### config.mk
export PLATFORM = sky130hd
export DESIGN_NAME = ordered_list_insert_delete_search
export DESIGN_NICKNAME = d
export VERILOG_FILES = /design/src/hw/rtl/olis_pkg.sv /design/src/hw/rtl/olis_cell.sv /design/src/hw/rtl/ordered_list_insert_delete_search.sv
export SDC_FILE = /design/constraint.sdc
export NUM_CORES = 1
export LEC_CHECK = 0
export BUFFER_PORTS_ARGS = -buffer_cell sky130_fd_sc_hd__buf_2
export CAP_MARGIN = 20
export CORE_MARGIN = 4
export CORE_UTILIZATION = 55
export DETAILED_ROUTE_END_ITERATION = 10
export PLACE_DENSITY = 0.72
export SYNTH_ARGS = -nofsm -noshare
export SYNTH_HDL_FRONTEND = slang
export SYNTH_SLANG_ARGS = --single-unit
### constraint.sdc
create_clock -name clk -period 4.9 [get_ports clk]
set_input_delay 0.98 -clock clk [delete_from_list [all_inputs] [get_ports clk]]
set_output_delay 0.98 -clock clk [all_outputs]
set_load 0.03 [all_outputs]
### src/hw/rtl/olis_pkg.sv
// Package for the ordered list block: word types, command and status codes,
// cell control struct and default sizes. No dependencies.
`timescale 1ns / 1ps
package olis_pkg;

  localparam int OLIS_CAPACITY = 16;
  localparam int OLIS_VW       = 32;

  localparam logic [1:0] CMD_ADD    = 2'd0;
  localparam logic [1:0] CMD_DELETE = 2'd1;
  localparam logic [1:0] CMD_FIND   = 2'd2;

  localparam logic [1:0] ST_OK      = 2'd0;
  localparam logic [1:0] ST_MISSING = 2'd1;
  localparam logic [1:0] ST_FULL    = 2'd2;

  typedef struct packed {
    logic [1:0]         command;
    logic signed [31:0] value;
  } olis_req_t;

  typedef struct packed {
    logic [1:0] status;
    logic       found;
    logic [4:0] entry_count;
  } olis_rsp_t;

  typedef struct packed {
    logic compare;  // capture per-cell match against incoming key
    logic push;     // shift toward the back, key enters at the front
    logic pull;     // cells at or behind the first match take the next entry
  } olis_cell_ctl_t;

endpackage

### src/hw/rtl/olis_cell.sv
// One list cell: holds an entry and its match flag, passes entries to neighbors.
// Depends on olis_pkg.
`timescale 1ns / 1ps
module olis_cell
  import olis_pkg::*;
#(
  parameter int VW = OLIS_VW
) (
  input  logic           clk,
  input  olis_cell_ctl_t ctl,
  input  logic           occ,
  input  logic [VW-1:0]  key,
  input  logic [VW-1:0]  prev_entry,
  input  logic [VW-1:0]  next_entry,
  input  logic           chain_in,
  output logic           chain_out,
  output logic [VW-1:0]  entry
);

  logic hit;

  assign chain_out = chain_in | hit;

  always_ff @(posedge clk) begin
    if (ctl.compare) begin
      hit <= occ && (entry == key);
    end
    if (ctl.push) begin
      entry <= prev_entry;
    end else if (ctl.pull && chain_out) begin
      entry <= next_entry;
    end
  end

endmodule

### src/hw/rtl/ordered_list_insert_delete_search.sv
// Top level of the ordered list: control FSM, entry count and the cell row.
// Depends on olis_pkg and olis_cell.
`timescale 1ns / 1ps
// Ordered list of up to CAPACITY signed 32-bit words, newest at the front.
// A word is taken when start is high and busy is low: the accept edge
// compares the key in all cells at once, the next edge ripples the
// first-match flag along the cell row, shifts the row and registers the
// result. The result is shown with done for one cycle, the cycle in which
// busy drops, and cannot be held off. The first-match ripple along the row
// sets the cycle time of the apply step.
module ordered_list_insert_delete_search
  import olis_pkg::*;
#(
  parameter int CAPACITY = OLIS_CAPACITY
) (
  input  logic      clk,
  input  logic      rst,
  input  logic      start,
  output logic      busy,
  input  olis_req_t request,
  output logic      done,
  output olis_rsp_t result
);

  localparam int CW = $clog2(CAPACITY + 1);

  typedef enum logic [1:0] {
    S_IDLE  = 2'b01,
    S_APPLY = 2'b10
  } state_t;

  state_t         state, state_next;
  logic [CW-1:0]  count, count_next;
  logic [1:0]     cmd;
  logic [31:0]    key;
  logic           full, any_hit, accept;
  logic [1:0]     status_next;
  logic [CW+4:0]  count_ext;
  olis_cell_ctl_t ctl;

  logic [31:0]     entries [CAPACITY];
  logic [CAPACITY:0] chain;
  logic [CAPACITY-1:0] occ;

  assign accept = start && !busy;
  assign busy   = (state == S_APPLY);
  assign full   = (count == CW'(CAPACITY));
  assign any_hit = chain[CAPACITY];

  assign ctl.compare = accept;
  assign ctl.push    = (state == S_APPLY) && (cmd == CMD_ADD) && !full;
  assign ctl.pull    = (state == S_APPLY) && (cmd == CMD_DELETE);

  assign chain[0] = 1'b0;

  genvar i;
  generate
    for (i = 0; i < CAPACITY; i++) begin : g_cell
      logic [31:0] prev_e, next_e;
      assign occ[i] = (CW'(i) < count);
      if (i == 0) begin : g_front
        assign prev_e = key;
      end else begin : g_mid
        assign prev_e = entries[i-1];
      end
      if (i == CAPACITY - 1) begin : g_back
        assign next_e = entries[i];
      end else begin : g_inner
        assign next_e = entries[i+1];
      end
      olis_cell #(.VW(32)) u_cell (
        .clk       (clk),
        .ctl       (ctl),
        .occ       (occ[i]),
        .key       (request.value),
        .prev_entry(prev_e),
        .next_entry(next_e),
        .chain_in  (chain[i]),
        .chain_out (chain[i+1]),
        .entry     (entries[i])
      );
    end
  endgenerate

  always_comb begin
    state_next  = state;
    count_next  = count;
    status_next = ST_OK;
    unique case (state)
      S_IDLE: begin
        if (accept) state_next = S_APPLY;
      end
      S_APPLY: begin
        state_next = S_IDLE;
        priority if (cmd == CMD_ADD) begin
          if (full) status_next = ST_FULL;
          else count_next = count + CW'(1);
        end else if (cmd == CMD_DELETE) begin
          if (any_hit) count_next = count - CW'(1);
          else status_next = ST_MISSING;
        end else begin
          status_next = any_hit ? ST_OK : ST_MISSING;
        end
      end
      default: state_next = S_IDLE;
    endcase
  end

  assign count_ext = {5'd0, count_next};

  always_ff @(posedge clk) begin
    if (rst) begin
      state <= S_IDLE;
      count <= '0;
      done  <= 1'b0;
    end else begin
      state <= state_next;
      count <= count_next;
      done  <= (state == S_APPLY);
    end
  end

  always_ff @(posedge clk) begin
    if (accept) begin
      cmd <= request.command;
      key <= request.value;
    end
    if (state == S_APPLY) begin
      result.status      <= status_next;
      result.found       <= any_hit;
      result.entry_count <= count_ext[4:0];
    end
  end

endmodule

==> results.yml <==
outcome:
  status: "finished, final reports clean"
global_routing:
  antenna_found_initial: 2
  grt_max_degree: 110
  grt_pass1_wl_mm: 124
  grt_pass1_vias: 17800
  overflow: 0
  grt_use_total: 0.294
drt:
  post_drt_wl_per_cell_um: 30.6
  antenna_left: 0
  vias: 17700
  dr.pass1.iters: 5
  drc: 0
  routed_wl_mm: 85.5
  drt-initial-drc-count: 2311
  via_per_inst: 6.35
clock_tree:
  clk_pin_slew_ps: 60
  post_cts_buffers: 0
  clock_tree.buffer_depth: 3
  clock_sinks: 578
  cts_resized: 0
  cts_tree: "built"
  h-tree-depth: 3
  hold_buffers: 0
  cts-root-buf: "clkbuf_16"
  clk_latency_ps: 620
  numCtsBuffers: 66
floorplanning:
  core_area_um2: 53800
  num_rows: 85
  start_util: 0.556
  die_height_um: 241
  die_w_um: 241
  ios: 47
  die-area_um2: 58200
worst_hold_path:
  worst_hold_path_type: "flip-flop to flip-flop"
  whs_path_depth: 0
synthesis:
  synthCells: 2014
  synth_top_area_frac: 0.572
  syn-cell-area_um2: 29900
  ys_seq_area_frac: 0.577
  synth.distinct_cells: 46
  synth_nets: 2054
  ys_seq_elements: 578
  yosys_warnings: 0
  synth_top_area_cell: "edfxtp_1"
  synth.avg_cell_area_um2: 14.9
  synthTopCellsByArea: "edfxtp_1, mux2_1, xor2_1, nor4_1, mux2_2"
place:
  pre_cts_slack_ps: 1470
  dp_cells: 2671
  gp_congestion: 0.967
  hpwlAfterDp_mm: 62.5
  port_buffers: 46
timing:
  finalHoldViolCount: 0
  period_share: 0.717
  relSlewSlack: 0.169
  grt_setup_unrepaired: "false"
  slew_viol_final: 0
  fin_setup_tns_ps: 0
  final-setup-viol-count: 0
  worstMarginPinSlew_ps: 1240
  fmax_ghz: 0.285
  setup_ws_ps: 1390
  skew_ps: 29.5
  finalCriticalPeriod_ps: 3510
worst_setup_path:
  reg2regPathDepth: 6
  cp-startpoint: "count[0]"
  r2r-end: "g_cell[0].u_cell.entry[6]"
  cpPeakStageDelay_ps: 740
  r2r_start: "count[0]"
  critPathMaxFanout: 87
  worstPathRequired_ps: 5250
  cp-end-kind: "flip-flop"
  cp_slowest_cell: "buf_4"
  cp-start-kind: "flip-flop"
  arrival_ps: 3860
  crit_end: "g_cell[0].u_cell.entry[6]"
  crit_type: "flip-flop to flip-flop"
  r2r_setup_slack_ps: 1390
  path_cells: "inv_1 -> ha_1 -> nand4bb_1 -> nand2_8 -> buf_4 -> mux2_2"
power_and_ir_drop:
  power-per-cell-area_nw_per_um2: 327
  p_comb_frac: 0.048
  finalPower_w: 0.0106
  clkPwrFrac: 0.443
  p_int_w: 0.00819
  p_leak_nw: 7.35
  netSwitchingPower_w: 0.00245
  power.share.sequential: 0.509
  ir_worst_vdd_v: 0.000239
  switching_share: 0.230
layout:
  multi_input_area_um2: 11800
  area_growth_pct: 8.91
  layout-drive-gt1-share: 0.114
  fillCellCount: 4175
  nets: 2083
  num_antenna_cells: 0
  register_area_um2: 17300
  fin_cells: 2793
run:
  drv_cap: 0
[critical path, delay by kind of cell (launching register included)]
| family | cells | cell delay [ps] |
|---|---|---|
| flops | 1 | 460 |
| buf+inv | 2 | 920 |
| simple gates | 2 | 1140 |
| fa+ha+maj | 1 | 230 |
| mux | 1 | 410 |
[layer usage]
metal	routed length, µm	global-route usage
met5	10	0
met4	2030	0.0689
met3	9530	0.0969
met2	37800	0.436
met1	36100	0.427
[cell usage in the layout (no fill, tap or decap), types with 22 or more instances in the layout]
cell type  instances
nand4_1           34
clkbuf_16         67
edfxtp_1         570
buf_4             39
nor3_1            22
clkbuf_1          22
buf_2             47
nor4_1           114
nand3_1           26
xnor2_1           51
xor2_1           460
mux2_1           430
mux2_2            47
[cell families after synthesis]
kind of cell / synth area share
adders and majority gates: 0.00125
muxes: 0.179
AOI/OAI and AO/OA: 0.0112
DFF: 0.577
and+or+nand+nor: 0.0501
xor gates and xnor gates: 0.150
buffers and inverters: 0.0311
[power by group through the flow]
| stage | Clock (W) | Combinational (W) | Sequential [W] |
|---|---|---|---|
| 2_1_floorplan | 0 | 0.000297 | 0.00552 |
| 3_3_place_gp | 0 | 0.000490 | 0.00552 |
| 3_5_place_dp | 0 | 0.000489 | 0.00552 |
| 4_1_cts | 0.00475 | 0.000493 | 0.00542 |
| 5_1_grt | 0.00497 | 0.000528 | 0.00542 |
| 6_report | 0.00471 | 0.000512 | 0.00542 |
[stage by stage]
step,hold slack (ps),util,area (µm²)
floorplan,465,-,29900
global placement,484,0.568,30600
detailed placement,491,0.568,30600
CTS,511,0.606,32600
global route,519,0.606,32600
finish,509,0.606,32600
[how the worst min path moves through the flow]
stage,start,endpoint,slack (ps)
after detailed placement,g_cell[14].u_cell.entry[21],g_cell[15].u_cell.entry[21],490
after global placement,g_cell[14].u_cell.entry[1],g_cell[15].u_cell.entry[1],480
after global routing,g_cell[14].u_cell.entry[1],g_cell[15].u_cell.entry[1],520
after CTS,g_cell[14].u_cell.entry[1],g_cell[15].u_cell.entry[1],510
after floorplan,g_cell[14].u_cell.entry[31],g_cell[15].u_cell.entry[31],460
final,g_cell[14].u_cell.entry[29],g_cell[15].u_cell.entry[29],510
[synth_stat cells (all sizes together)]
cell / number
a211oi: 2
xor2: 460
edfxtp: 570
a211o: 1
o221ai: 1
a221oi: 1
or3: 3
mux2: 477
o21ai: 22
o211ai: 3
nand4b: 1
nor3b: 2
nor3: 22
ha: 3
nand4bb: 2
nand2: 22
and2: 1
and4: 1
clkbuf: 31
o31ai: 1
a32oi: 1
nor2b: 2
and3: 1
dfxtp: 8
o221a: 1
inv: 11
a21o: 2
nor4: 115
and4b: 1
a2111oi: 7
nand3: 26
xnor2: 51
a21oi: 5
nand2b: 4
nor2: 13
buf: 98
a31oi: 4
nand4: 34
nor4bb: 3
nor4b: 1
[flip-flops by register name, indices dropped and copies added (netlist names)]
signal,cells
cmd,2
done,1
g_cell.prev_e,32
state,2
g_cell.u_cell.hit,16
count,5
result,8
g_cell.u_cell.entry,512
[area by class of cell]
| class | instances | area share |
|---|---|---|
| multi-input cells | 1296 | 0.362 |
| repair buffers | 90 | 0.0187 |
| well taps | 696 | 0.0267 |
| inverters | 11 | 0.00127 |
| clock inverters | 33 | 0.00752 |
| flip-flops and latches | 578 | 0.530 |
| clock buffers | 89 | 0.0540 |
Note: power is estimated with default switching activity, not from simulation.
